--- src/hw/rtl/ghbe_pkg.sv ---
// Shared constants, types and constant tables of the Gauss-Hermite basis evaluator.
package ghbe_pkg;

    localparam int MAX_ORDER_DEF = 9;
    localparam int CFG_W         = 4;
    localparam int COORD_W       = 16;
    localparam int WS_W          = 24;
    localparam int VAL_W         = 16;
    localparam int IDX_W         = 6;
    localparam int MUL_A_W       = 33;
    localparam int MUL_B_W       = 24;
    localparam int PROD_W        = MUL_A_W + MUL_B_W;
    localparam int P_W           = 26;

    localparam logic [CFG_W-1:0]   ORDER_RST  = 4'd4;
    localparam logic [MUL_B_W-1:0] NORM_Q22   = 24'd3150449;
    localparam logic [MUL_B_W-1:0] HALF_LOG2E = 24'd47274;

    // Operand pair for the shared multiplier.
    typedef struct packed {
        logic signed [MUL_A_W-1:0] a;
        logic signed [MUL_B_W-1:0] b;
    } t_mul_req;

    // sqrt(2/n) in Q.20.
    function automatic logic [21:0] rom_a(input logic [3:0] n);
        logic [21:0] r;
        unique case (n)
            4'd1:    r = 22'd1482910;
            4'd2:    r = 22'd1048576;
            4'd3:    r = 22'd856159;
            4'd4:    r = 22'd741455;
            4'd5:    r = 22'd663178;
            4'd6:    r = 22'd605396;
            4'd7:    r = 22'd560487;
            4'd8:    r = 22'd524288;
            4'd9:    r = 22'd494303;
            default: r = 22'd0;
        endcase
        return r;
    endfunction

    // sqrt((n-1)/n) in Q.20.
    function automatic logic [21:0] rom_b(input logic [3:0] n);
        logic [21:0] r;
        unique case (n)
            4'd2:    r = 22'd741455;
            4'd3:    r = 22'd856159;
            4'd4:    r = 22'd908093;
            4'd5:    r = 22'd937875;
            4'd6:    r = 22'd957215;
            4'd7:    r = 22'd970793;
            4'd8:    r = 22'd980853;
            4'd9:    r = 22'd988607;
            default: r = 22'd0;
        endcase
        return r;
    endfunction

    // Taylor coefficients of 2^-f in Q.24.
    function automatic logic [24:0] taylor_c(input logic [2:0] t);
        logic [24:0] r;
        unique case (t)
            3'd0:    r = 25'd16777216;
            3'd1:    r = 25'd11629080;
            3'd2:    r = 25'd4030332;
            3'd3:    r = 25'd931204;
            3'd4:    r = 25'd161365;
            3'd5:    r = 25'd22370;
            3'd6:    r = 25'd2584;
            default: r = 25'd256;
        endcase
        return r;
    endfunction

endpackage

--- src/hw/rtl/ghbe_ifs.sv ---
// Channel interfaces: point input, basis output and order configuration.
interface ghbe_in_if;
    logic                                    valid;
    logic                                    ready;
    logic signed [ghbe_pkg::COORD_W-1:0]     x_coord;
    logic signed [ghbe_pkg::COORD_W-1:0]     y_coord;
    modport source(output valid, x_coord, y_coord, input ready);
    modport sink(input valid, x_coord, y_coord, output ready);
endinterface

interface ghbe_out_if;
    logic                                    valid;
    logic                                    ready;
    logic signed [ghbe_pkg::VAL_W-1:0]       basis_value;
    logic [ghbe_pkg::IDX_W-1:0]              packed_index;
    logic                                    last_of_point;
    modport source(output valid, basis_value, packed_index, last_of_point, input ready);
    modport sink(input valid, basis_value, packed_index, last_of_point, output ready);
endinterface

interface ghbe_cfg_if;
    logic                                    valid;
    logic                                    ready;
    logic [ghbe_pkg::CFG_W-1:0]              max_total_order;
    modport source(output valid, max_total_order, input ready);
    modport sink(input valid, max_total_order, output ready);
endinterface

--- src/hw/rtl/gauss_hermite_basis_eval_2d_top.sv ---
// Top level of the 2-D Gauss-Hermite basis evaluator.
//
// Channel   Dir  Payload                                          Item
// i_in      in   x_coord, y_coord (Q4.12)                         one point
// o_out     out  basis_value (Q1.15), packed_index, last_of_point one basis product
// i_cfg     in   max_total_order                                  order register write
//
// With N the clamped order, each point runs a seed and N recurrence orders per axis
// and then emits (N+1)*(N+2)/2 basis products. All arithmetic runs through one
// shared multiplier, used by the seed states, the recurrence states and the product
// states. i_in is ready only between points. A stalled output holds the sequencer
// in place. Reset is synchronous; the order register resets to 4.
module gauss_hermite_basis_eval_2d_top #(
    parameter int MAX_ORDER = ghbe_pkg::MAX_ORDER_DEF
) (
    input  logic        i_clk,
    input  logic        i_rst_n,
    ghbe_in_if.sink     i_in,
    ghbe_out_if.source  o_out,
    ghbe_cfg_if.sink    i_cfg
);

    logic [ghbe_pkg::CFG_W-1:0]          r_order_cfg;
    ghbe_pkg::t_mul_req                  mul_req;
    logic signed [ghbe_pkg::PROD_W-1:0]  mul_p;

    assign i_cfg.ready = 1'b1;

    always_ff @(posedge i_clk) begin
        if (!i_rst_n) begin
            r_order_cfg <= ghbe_pkg::ORDER_RST;
        end else if (i_cfg.valid) begin
            r_order_cfg <= i_cfg.max_total_order;
        end
    end

    ghbe_mul u_mul (
        .i_clk (i_clk),
        .i_req (mul_req),
        .o_p   (mul_p)
    );

    ghbe_seq #(
        .MAX_ORDER (MAX_ORDER)
    ) u_seq (
        .i_clk     (i_clk),
        .i_rst_n   (i_rst_n),
        .i_order   (r_order_cfg),
        .i_in      (i_in),
        .o_out     (o_out),
        .o_mul_req (mul_req),
        .i_mul_p   (mul_p)
    );

endmodule

--- src/hw/rtl/ghbe_mul.sv ---
// Shared signed multiplier with a registered product.
module ghbe_mul (
    input  logic                                   i_clk,
    input  ghbe_pkg::t_mul_req                     i_req,
    output logic signed [ghbe_pkg::PROD_W-1:0]     o_p
);

    logic signed [ghbe_pkg::PROD_W-1:0] r_p;

    always_ff @(posedge i_clk) begin
        r_p <= i_req.a * i_req.b;
    end

    assign o_p = r_p;

endmodule

--- src/hw/rtl/ghbe_seq.sv ---
// Sequencer: seed, recurrence per axis, axis workspaces and product emission.
module ghbe_seq #(
    parameter int MAX_ORDER = ghbe_pkg::MAX_ORDER_DEF
) (
    input  logic                                   i_clk,
    input  logic                                   i_rst_n,
    input  logic [ghbe_pkg::CFG_W-1:0]             i_order,
    ghbe_in_if.sink                                i_in,
    ghbe_out_if.source                             o_out,
    output ghbe_pkg::t_mul_req                     o_mul_req,
    input  logic signed [ghbe_pkg::PROD_W-1:0]     i_mul_p
);

    localparam int DEPTH = MAX_ORDER + 1;
    localparam int IW    = $clog2(MAX_ORDER + 2);

    typedef enum logic [3:0] {
        S_IDLE, S_SQ, S_LOG, S_UF, S_TMUL, S_TACC, S_SMUL, S_SEED,
        S_R1, S_R2, S_R3, S_R4, S_R5, S_EPRE, S_EMUL, S_EOUT
    } t_state;

    t_state r_state, n_state;
    logic signed [ghbe_pkg::COORD_W-1:0] r_x, n_x, r_y, n_y;
    logic                                r_ax, n_ax;
    logic [IW-1:0]                       r_order, n_order;
    logic [6:0]                          r_k, n_k;
    logic [15:0]                         r_f, n_f;
    logic signed [ghbe_pkg::P_W-1:0]     r_p, n_p;
    logic [2:0]                          r_t, n_t;
    logic signed [ghbe_pkg::WS_W-1:0]    r_cur, n_cur, r_prev, n_prev;
    logic [IW-1:0]                       r_n, n_n;
    logic signed [19:0]                  r_m1hi, n_m1hi;
    logic signed [63:0]                  r_acc, n_acc;
    logic [IW-1:0]                       r_tot, n_tot, r_i, n_i;
    logic [ghbe_pkg::IDX_W-1:0]          r_base, n_base;
    logic                                r_ovalid, n_ovalid;
    logic signed [ghbe_pkg::VAL_W-1:0]   r_obasis, n_obasis;
    logic [ghbe_pkg::IDX_W-1:0]          r_oidx, n_oidx;
    logic                                r_olast, n_olast;

    logic signed [ghbe_pkg::WS_W-1:0]    r_xmem [DEPTH];
    logic signed [ghbe_pkg::WS_W-1:0]    r_ymem [DEPTH];
    logic signed [ghbe_pkg::WS_W-1:0]    r_xrd, r_yrd;

    logic signed [ghbe_pkg::COORD_W-1:0] coord_v;
    logic [3:0]                          ord4;
    logic [21:0]                         coef_a, coef_b;
    logic signed [ghbe_pkg::P_W-1:0]     p_pos;
    logic signed [ghbe_pkg::PROD_W-1:0]  t_rnd;
    logic signed [26:0]                  t_sub;
    logic [47:0]                         seed_sh;
    logic [7:0]                          seed_amt;
    logic signed [ghbe_pkg::WS_W-1:0]    seed_val;
    logic signed [63:0]                  acc_fin, acc_rs;
    logic signed [ghbe_pkg::WS_W-1:0]    rec_val;
    logic signed [ghbe_pkg::PROD_W-1:0]  e_rs;
    logic signed [ghbe_pkg::VAL_W-1:0]   e_val;
    logic                                out_free;
    logic                                w_en;
    logic [IW-1:0]                       w_addr;
    logic signed [ghbe_pkg::WS_W-1:0]    w_data;
    logic                                axis_done;

    assign coord_v = r_ax ? r_y : r_x;
    assign ord4    = 4'(r_n);
    assign coef_a  = ghbe_pkg::rom_a(ord4);
    assign coef_b  = ghbe_pkg::rom_b(ord4);
    assign p_pos   = r_p[ghbe_pkg::P_W-1] ? '0 : r_p;

    // Taylor step: c - round(p*f / 2^16).
    assign t_rnd = (i_mul_p + 57'sd32768) >>> 16;
    assign t_sub = $signed({2'b00, ghbe_pkg::taylor_c(r_t)}) - t_rnd[26:0];

    // Seed scaling by 2^-(24+k) with rounding done as ((x >> (sh-1)) + 1) >> 1.
    assign seed_amt = 8'(r_k) + 8'd23;
    assign seed_sh  = i_mul_p[47:0] >> seed_amt;
    assign seed_val = (r_k >= 7'd39) ? '0 : 24'((seed_sh + 48'd1) >> 1);

    // Recurrence result: the rounding half was added when the sum was started.
    assign acc_fin = r_acc - (64'(i_mul_p) <<< 12);
    assign acc_rs  = acc_fin >>> 32;
    always_comb begin
        if (acc_rs > 64'sd8388607) begin
            rec_val = 24'sh7FFFFF;
        end else if (acc_rs < -64'sd8388608) begin
            rec_val = 24'sh800000;
        end else begin
            rec_val = acc_rs[23:0];
        end
    end

    assign e_rs = (i_mul_p + 57'sd268435456) >>> 29;
    always_comb begin
        if (e_rs > 57'sd32767) begin
            e_val = 16'sh7FFF;
        end else if (e_rs < -57'sd32768) begin
            e_val = 16'sh8000;
        end else begin
            e_val = e_rs[15:0];
        end
    end

    assign out_free = !r_ovalid || o_out.ready;

    always_comb begin
        o_mul_req.a = '0;
        o_mul_req.b = '0;
        case (r_state)
            S_SQ: begin
                o_mul_req.a = 33'(coord_v);
                o_mul_req.b = 24'(coord_v);
            end
            S_LOG: begin
                o_mul_req.a = $signed({2'b00, i_mul_p[30:0]});
                o_mul_req.b = ghbe_pkg::HALF_LOG2E;
            end
            S_TMUL: begin
                o_mul_req.a = 33'(r_p);
                o_mul_req.b = $signed({8'd0, r_f});
            end
            S_SMUL: begin
                o_mul_req.a = $signed({7'd0, p_pos});
                o_mul_req.b = ghbe_pkg::NORM_Q22;
            end
            S_R1: begin
                o_mul_req.a = 33'(coord_v);
                o_mul_req.b = r_cur;
            end
            S_R2: begin
                o_mul_req.a = $signed({13'd0, i_mul_p[19:0]});
                o_mul_req.b = $signed({2'b00, coef_a});
            end
            S_R3: begin
                o_mul_req.a = 33'(r_m1hi);
                o_mul_req.b = $signed({2'b00, coef_a});
            end
            S_R4: begin
                o_mul_req.a = 33'(r_prev);
                o_mul_req.b = $signed({2'b00, coef_b});
            end
            S_EMUL, S_EOUT: begin
                // Held in the output state so that a stall keeps the product.
                o_mul_req.a = 33'(r_xrd);
                o_mul_req.b = r_yrd;
            end
            default: begin
            end
        endcase
    end

    always_comb begin
        n_state  = r_state;
        n_x      = r_x;
        n_y      = r_y;
        n_ax     = r_ax;
        n_order  = r_order;
        n_k      = r_k;
        n_f      = r_f;
        n_p      = r_p;
        n_t      = r_t;
        n_cur    = r_cur;
        n_prev   = r_prev;
        n_n      = r_n;
        n_m1hi   = r_m1hi;
        n_acc    = r_acc;
        n_tot    = r_tot;
        n_i      = r_i;
        n_base   = r_base;
        n_ovalid = r_ovalid && !o_out.ready;
        n_obasis = r_obasis;
        n_oidx   = r_oidx;
        n_olast  = r_olast;
        w_en     = 1'b0;
        w_addr   = r_n;
        w_data   = rec_val;
        axis_done = 1'b0;

        unique case (r_state)
            S_IDLE: begin
                if (i_in.valid) begin
                    n_x  = i_in.x_coord;
                    n_y  = i_in.y_coord;
                    n_ax = 1'b0;
                    if (i_order > 4'(MAX_ORDER)) begin
                        n_order = IW'(MAX_ORDER);
                    end else begin
                        n_order = IW'(i_order);
                    end
                    n_state = S_SQ;
                end
            end
            S_SQ: n_state = S_LOG;
            S_LOG: n_state = S_UF;
            S_UF: begin
                n_k     = i_mul_p[46:40];
                n_f     = i_mul_p[39:24];
                n_p     = $signed({1'b0, ghbe_pkg::taylor_c(3'd7)});
                n_t     = 3'd6;
                n_state = S_TMUL;
            end
            S_TMUL: n_state = S_TACC;
            S_TACC: begin
                n_p = t_sub[ghbe_pkg::P_W-1:0];
                if (r_t == 3'd0) begin
                    n_state = S_SMUL;
                end else begin
                    n_t     = r_t - 3'd1;
                    n_state = S_TMUL;
                end
            end
            S_SMUL: n_state = S_SEED;
            S_SEED: begin
                w_en   = 1'b1;
                w_addr = '0;
                w_data = seed_val;
                n_cur  = seed_val;
                n_prev = '0;
                n_n    = IW'(1);
                if (r_order == '0) begin
                    axis_done = 1'b1;
                end else begin
                    n_state = S_R1;
                end
            end
            S_R1: n_state = S_R2;
            S_R2: begin
                n_m1hi  = i_mul_p[39:20];
                n_state = S_R3;
            end
            S_R3: begin
                n_acc   = 64'(i_mul_p) + 64'sh80000000;
                n_state = S_R4;
            end
            S_R4: begin
                n_acc   = r_acc + (64'(i_mul_p) <<< 20);
                n_state = S_R5;
            end
            S_R5: begin
                w_en   = 1'b1;
                n_prev = r_cur;
                n_cur  = rec_val;
                if (r_n == r_order) begin
                    axis_done = 1'b1;
                end else begin
                    n_n     = r_n + IW'(1);
                    n_state = S_R1;
                end
            end
            S_EPRE: n_state = S_EMUL;
            S_EMUL: n_state = S_EOUT;
            S_EOUT: begin
                if (out_free) begin
                    n_ovalid = 1'b1;
                    n_obasis = e_val;
                    n_oidx   = r_base + 6'(r_i);
                    n_olast  = (r_i == r_tot) && (r_tot == r_order);
                    n_state  = S_EMUL;
                    if (r_i == r_tot) begin
                        if (r_tot == r_order) begin
                            n_state = S_IDLE;
                        end else begin
                            n_base = r_base + 6'(r_tot) + 6'd1;
                            n_tot  = r_tot + IW'(1);
                            n_i    = '0;
                        end
                    end else begin
                        n_i = r_i + IW'(1);
                    end
                end
            end
            default: n_state = S_IDLE;
        endcase

        if (axis_done) begin
            if (!r_ax) begin
                n_ax    = 1'b1;
                n_state = S_SQ;
            end else begin
                n_tot   = '0;
                n_i     = '0;
                n_base  = '0;
                n_state = S_EPRE;
            end
        end
    end

    always_ff @(posedge i_clk) begin
        if (!i_rst_n) begin
            r_state  <= S_IDLE;
            r_ovalid <= 1'b0;
            r_tot    <= '0;
            r_i      <= '0;
        end else begin
            r_state  <= n_state;
            r_ovalid <= n_ovalid;
            r_tot    <= n_tot;
            r_i      <= n_i;
        end
        r_x      <= n_x;
        r_y      <= n_y;
        r_ax     <= n_ax;
        r_order  <= n_order;
        r_k      <= n_k;
        r_f      <= n_f;
        r_p      <= n_p;
        r_t      <= n_t;
        r_cur    <= n_cur;
        r_prev   <= n_prev;
        r_n      <= n_n;
        r_m1hi   <= n_m1hi;
        r_acc    <= n_acc;
        r_base   <= n_base;
        r_obasis <= n_obasis;
        r_oidx   <= n_oidx;
        r_olast  <= n_olast;
    end

    // Workspaces: one write port, one registered read port each.
    always_ff @(posedge i_clk) begin
        if (w_en) begin
            if (r_ax) begin
                r_ymem[w_addr] <= w_data;
            end else begin
                r_xmem[w_addr] <= w_data;
            end
        end
        r_xrd <= r_xmem[n_i];
        r_yrd <= r_ymem[n_tot - n_i];
    end

    assign i_in.ready          = (r_state == S_IDLE);
    assign o_out.valid         = r_ovalid;
    assign o_out.basis_value   = r_obasis;
    assign o_out.packed_index  = r_oidx;
    assign o_out.last_of_point = r_olast;

endmodule
--- src/flat_wrapper.sv ---
// flat-port wrapper written by rule: the top's interface ports become plain ports
module gauss_hermite_basis_eval_2d_top_flat 
#(
    parameter int MAX_ORDER = ghbe_pkg::MAX_ORDER_DEF
)
  (i_clk, i_rst_n, i_in_valid, i_in_x_coord, i_in_y_coord, i_in_ready, o_out_valid, o_out_basis_value, o_out_packed_index, o_out_last_of_point, o_out_ready, i_cfg_valid, i_cfg_max_total_order, i_cfg_ready);
  ghbe_in_if i_in_i ();
  ghbe_out_if o_out_i ();
  ghbe_cfg_if i_cfg_i ();
  input  logic i_clk;
  input  logic i_rst_n;
  input wire logic [$bits(i_in_i.valid)-1:0] i_in_valid;
  input wire logic [$bits(i_in_i.x_coord)-1:0] i_in_x_coord;
  input wire logic [$bits(i_in_i.y_coord)-1:0] i_in_y_coord;
  output wire logic [$bits(i_in_i.ready)-1:0] i_in_ready;
  output wire logic [$bits(o_out_i.valid)-1:0] o_out_valid;
  output wire logic [$bits(o_out_i.basis_value)-1:0] o_out_basis_value;
  output wire logic [$bits(o_out_i.packed_index)-1:0] o_out_packed_index;
  output wire logic [$bits(o_out_i.last_of_point)-1:0] o_out_last_of_point;
  input wire logic [$bits(o_out_i.ready)-1:0] o_out_ready;
  input wire logic [$bits(i_cfg_i.valid)-1:0] i_cfg_valid;
  input wire logic [$bits(i_cfg_i.max_total_order)-1:0] i_cfg_max_total_order;
  output wire logic [$bits(i_cfg_i.ready)-1:0] i_cfg_ready;
  assign i_in_i.valid = i_in_valid;
  assign i_in_i.x_coord = i_in_x_coord;
  assign i_in_i.y_coord = i_in_y_coord;
  assign i_in_ready = i_in_i.ready;
  assign o_out_valid = o_out_i.valid;
  assign o_out_basis_value = o_out_i.basis_value;
  assign o_out_packed_index = o_out_i.packed_index;
  assign o_out_last_of_point = o_out_i.last_of_point;
  assign o_out_i.ready = o_out_ready;
  assign i_cfg_i.valid = i_cfg_valid;
  assign i_cfg_i.max_total_order = i_cfg_max_total_order;
  assign i_cfg_ready = i_cfg_i.ready;
  gauss_hermite_basis_eval_2d_top #(.MAX_ORDER(MAX_ORDER)) u_core (.i_clk(i_clk), .i_rst_n(i_rst_n), .i_in(i_in_i), .o_out(o_out_i), .i_cfg(i_cfg_i));
endmodule
--- config.mk ---
export PLATFORM = sky130hd
export DESIGN_NAME = gauss_hermite_basis_eval_2d_top_flat
export DESIGN_NICKNAME = d
export VERILOG_FILES = /design/src/hw/rtl/ghbe_pkg.sv /design/src/hw/rtl/ghbe_ifs.sv /design/src/hw/rtl/gauss_hermite_basis_eval_2d_top.sv /design/src/hw/rtl/ghbe_mul.sv /design/src/hw/rtl/ghbe_seq.sv /design/src/flat_wrapper.sv
export SDC_FILE = /design/constraint.sdc
export NUM_CORES = 2
export LEC_CHECK = 0
export BUFFER_PORTS_ARGS = -buffer_cell sky130_fd_sc_hd__buf_2
export CORE_ASPECT_RATIO = 0.6
export CORE_MARGIN = 2
export CORE_UTILIZATION = 30
export CTS_CLUSTER_SIZE = 28
export DETAILED_ROUTE_END_ITERATION = 10
export GPL_ROUTABILITY_DRIVEN = 0
export PLACE_DENSITY = 0.47
export SYNTH_ARGS = -nofsm -noshare
export SYNTH_HDL_FRONTEND = slang
export SYNTH_SLANG_ARGS = --single-unit
--- constraint.sdc ---
create_clock -name i_clk -period 12.3 [get_ports i_clk]
set_input_delay 1.845 -clock i_clk [delete_from_list [all_inputs] [get_ports i_clk]]
set_output_delay 1.845 -clock i_clk [all_outputs]
set_load 0.005 [all_outputs]
==> results.md <==
- Max Clock Freq: 0.0893 GHz
- Worst r2r src: u_core.u_seq.r_ax
- Global-route wire length before repair: 376000 um
- Initial DRC Count: 6690
- Worst stage delay on the critical path: 1.11 ns
- Synth unique cells: 94
- Worst R2R Setup Slack: 1.10 ns
- Switching portion of total power: 44.3%
- Routed length per instance: 25.9 um
- Final Max Tran Viols: 0
- Synth Warn #: 0
- Worst Hold Endpoint: u_core.u_seq.r_base[2]
- CTS Hold Bufs: 0
- Largest net degree at the start of global routing: 79
- Reg2Reg Depth: 28
- RSZ-0062 raised after global routing: no
- Status: completed
- Synth Flop Type: edfxtp_1
- Final hold violations: 0
- Cells after Synth: 6909
- Hold Crit Class: reg -> reg
- Worst Hold Depth: 2
- Most instantiated cells after synthesis: 1097 x nand2_1, 1001 x inv_1, 795 x fa_1
- Via count: 52646
- Core Util, Final: 33.4%
- Cell repeated most along the worst path: fa_1
- Post-Route WL: 261000 um
- Row count: 137
- Htree depth: 3
- Count of final setup violators: 0
- Clock transition at path regs: 0.06 ns
- Layout area overhead: 10.4%
- CTS max path bufs: 3
- Syn_nets: 8045
- Die area: 239000 um^2
- CP arrival: 11.80 ns
- Core area: 233000 um^2
- # IOs: 67
- Post-synth EDFFs: 715
- Via density: 5.22
- Dpl hpwl: 200000 um
- WHS: 0.485 ns
- Pre-antenna DRT Iters: 7
- Resize count post-CTS: 0
- Pwr dens: 167 nW/um^2
- Clock Sink Count: 882
- Post-synth top area share: 30.5%
- Worst Path Class, Setup: reg -> reg
- Num CTS Buffers: 87
- Hold_sp: u_core.u_seq.r_base[2]
- Fillers: 23934
- Vias in the first global route: 51458
- Comb pwr share: 46.8%
- Global route total overflow: 0
- Fin Setup TNS: 0 ns
- Largest area contributor in the netlist: edfxtp_1
- Fraction of registers with async set/reset: 0%
- Sequential power share: 32.4%
- Switch Pwr: 5730 uW
- Crit-path slowest cell: mux2i_1
- Slew headroom: 11.0%
- IR drop worst, VDD: 0.222 mV
- Clk_skew: 0.0412 ns
- Total track usage: 21.8%
- Antenna violations before repair: 21
- Antenna viol nets, final: 0
- CTS Root Cell: clkbuf_16
- Clk Latency, worst-skew pair: 0.70 ns
- Worst r2r dst: u_core.u_mul.o_p[55]
- Int Power: 7200 uW
- Register bit total from synthesis: 882
- Seq/Total Area, Yosys: 35.3%
- Clk pwr share: 20.8%
- Share of cells above drive strength 1: 7.78%
- Setup repair bufs after CTS: 0
- DR DRC count: 0
- Initial Util: 30.2%
- Fin crit share: 91.1%
- Largest cells by area after synthesis: edfxtp_1 31%, fa_1 23%, nand2_1 5.9%
- Synthesized area: 70400 um^2
- DIE HEIGHT: 379 um
- Die Width: 629 um
- Pleak: 0.0321 uW
- Crit. End Element: flop
- Worst-Margin Slew: 1.32 ns
- CP startpoint kind: flop
- Fin crit period: 11.20 ns
- Most instantiated library cell after synthesis: nand2_1
- Max-cap violation count: 0
- Fin nets: 8023
- Crit path max fanout: 25
- Syn_area_per_cell: 10.2 um^2
- Buffers on Ports: 65
- CTS tree: yes
- CP Data Required Time: 12.90 ns
## state kept, by name, indices dropped and copies added, names as in the netlist, 6 cells and up
| name | cells |
|---|---|
| u_core.u_seq.r_m1hi | 20 |
| u_core.u_seq.r_yrd | 24 |
| u_core.u_mul.o_p | 57 |
| u_core.u_seq.o_out.basis_value | 16 |
| u_core.u_seq.coef_b | 19 |
| u_core.u_seq.r_x | 16 |
| u_core.u_seq.r_xrd | 24 |
| u_core.u_seq.r_prev | 24 |
| u_core.u_seq.r_xmem | 240 |
| u_core.u_seq.r_f | 16 |
| u_core.u_seq.r_acc | 52 |
| u_core.u_seq.r_cur | 24 |
| u_core.u_seq.o_out.packed_index | 6 |
| u_core.u_seq.r_y | 16 |
| u_core.u_seq.r_k | 7 |
| u_core.u_seq.coef_a | 19 |
| u_core.u_seq.r_ymem | 240 |
| u_core.u_seq.r_p | 26 |
| u_core.u_seq.r_base | 6 |
## power by group through the flow
stage	Sequential, uW	Combinational, uW	Clock (uW)
finish	4200	6050	2690
global route	4190	6560	2850
CTS	4170	5940	2740
detailed placement	4230	5870	0
global placement	4240	5850	0
floorplan	4110	3430	0
## final cells by class
type	instances	area, um^2	share of cell area, %
Multi-Input combinational cell	4677	40800	52.5
Sequential cell	882	24800	32.0
Tap cell	3127	3910	5.04
Inverter	1004	3770	4.85
Clock buffer	116	2360	3.04
Timing Repair Buffer	235	1600	2.06
Clock inverter	44	400	0.516
Antenna cell	9	22.5	0.0290
## worst max-delay path: cells and delay by family, from the launching register on
kind	cells	cell delay, ns
adder cells (fa/ha/maj)	8	4.13
XOR/XNOR	1	0.15
flip-flops	1	0.86
AND/OR/NAND/NOR	6	1.75
AO/OA/AOI/OAI	8	2.68
buffers and inverters	4	0.35
multiplexers	1	1.11
## cell usage in the layout, fill, tap and decap left out, types with 27 or more instances in the layout
cell and instances:
nand2_1 1095, inv_1 1000, fa_1 794, edfxtp_1 715, nor2_1 449, ha_1 299, a21oi_1 203, xnor2_1 182
o21ai_0 174, buf_4 170, dfxtp_1 166, a31oi_1 101, a21o_1 94, clkbuf_16 89, xor2_1 86, and3_1 85
a211oi_1 82, nand3_1 81, and2_1 78, nor3_1 77, nand4_1 67, nor2b_1 66, buf_2 65, mux4_2 59
nand2b_1 46, mux2i_1 37, a22oi_1 33, o21bai_1 29, a311oi_1 29, a222oi_1 27
## cells by family (layout without fill, tap and decap cells)
kind of cell	count (synthesis)	after routing	share of synthesized area, %
flops	882	882	35.3
mux	112	112	2.67
xor+xnor	271	271	3.37
buf+inv	1350	1399	7.28
fa+ha+maj	1095	1095	28.0
compound gates	992	992	9.42
other cells	1	10	0.00533
simple gates	2206	2206	14.0
## through the flow
step,cell area [um^2],worst slack [ns],total power (uW),std cells
5_1_grt,77600,0.589,13600,10086
3_3_place_gp,74900,1.58,10100,9925
6_report,77700,1.10,12900,10094
2_1_floorplan,70400,3.07,7550,6909
4_1_cts,77600,1.35,12800,10085
3_5_place_dp,74900,1.42,10100,9925
## routing by layer
metal	track usage (%)	wire (um)	vias to the layer above
met4	3.42	4330	8
met2	26.2	90700	2652
li1	-	-	22933
met3	9.37	37300	258
met1	34.9	129000	26795
met5	0	47	-
## worst max-delay path by stage
stage / to / cells after the start / slack [ns] / startpoint
2_1_floorplan: u_core.u_mul.o_p[55] / 33 / 3.07 / u_core.u_seq.r_state[1]
3_3_place_gp: u_core.u_mul.o_p[55] / 31 / 1.58 / u_core.u_seq.r_state[3]
3_5_place_dp: u_core.u_mul.o_p[55] / 31 / 1.42 / u_core.u_seq.r_state[3]
4_1_cts: u_core.u_mul.o_p[55] / 31 / 1.35 / u_core.u_seq.r_state[3]
5_1_grt: u_core.u_mul.o_p[55] / 31 / 0.59 / u_core.u_seq.r_state[3]
6_report: u_core.u_mul.o_p[55] / 28 / 1.10 / u_core.u_seq.r_ax
Note: power is estimated with default switching activity, not from simulation.
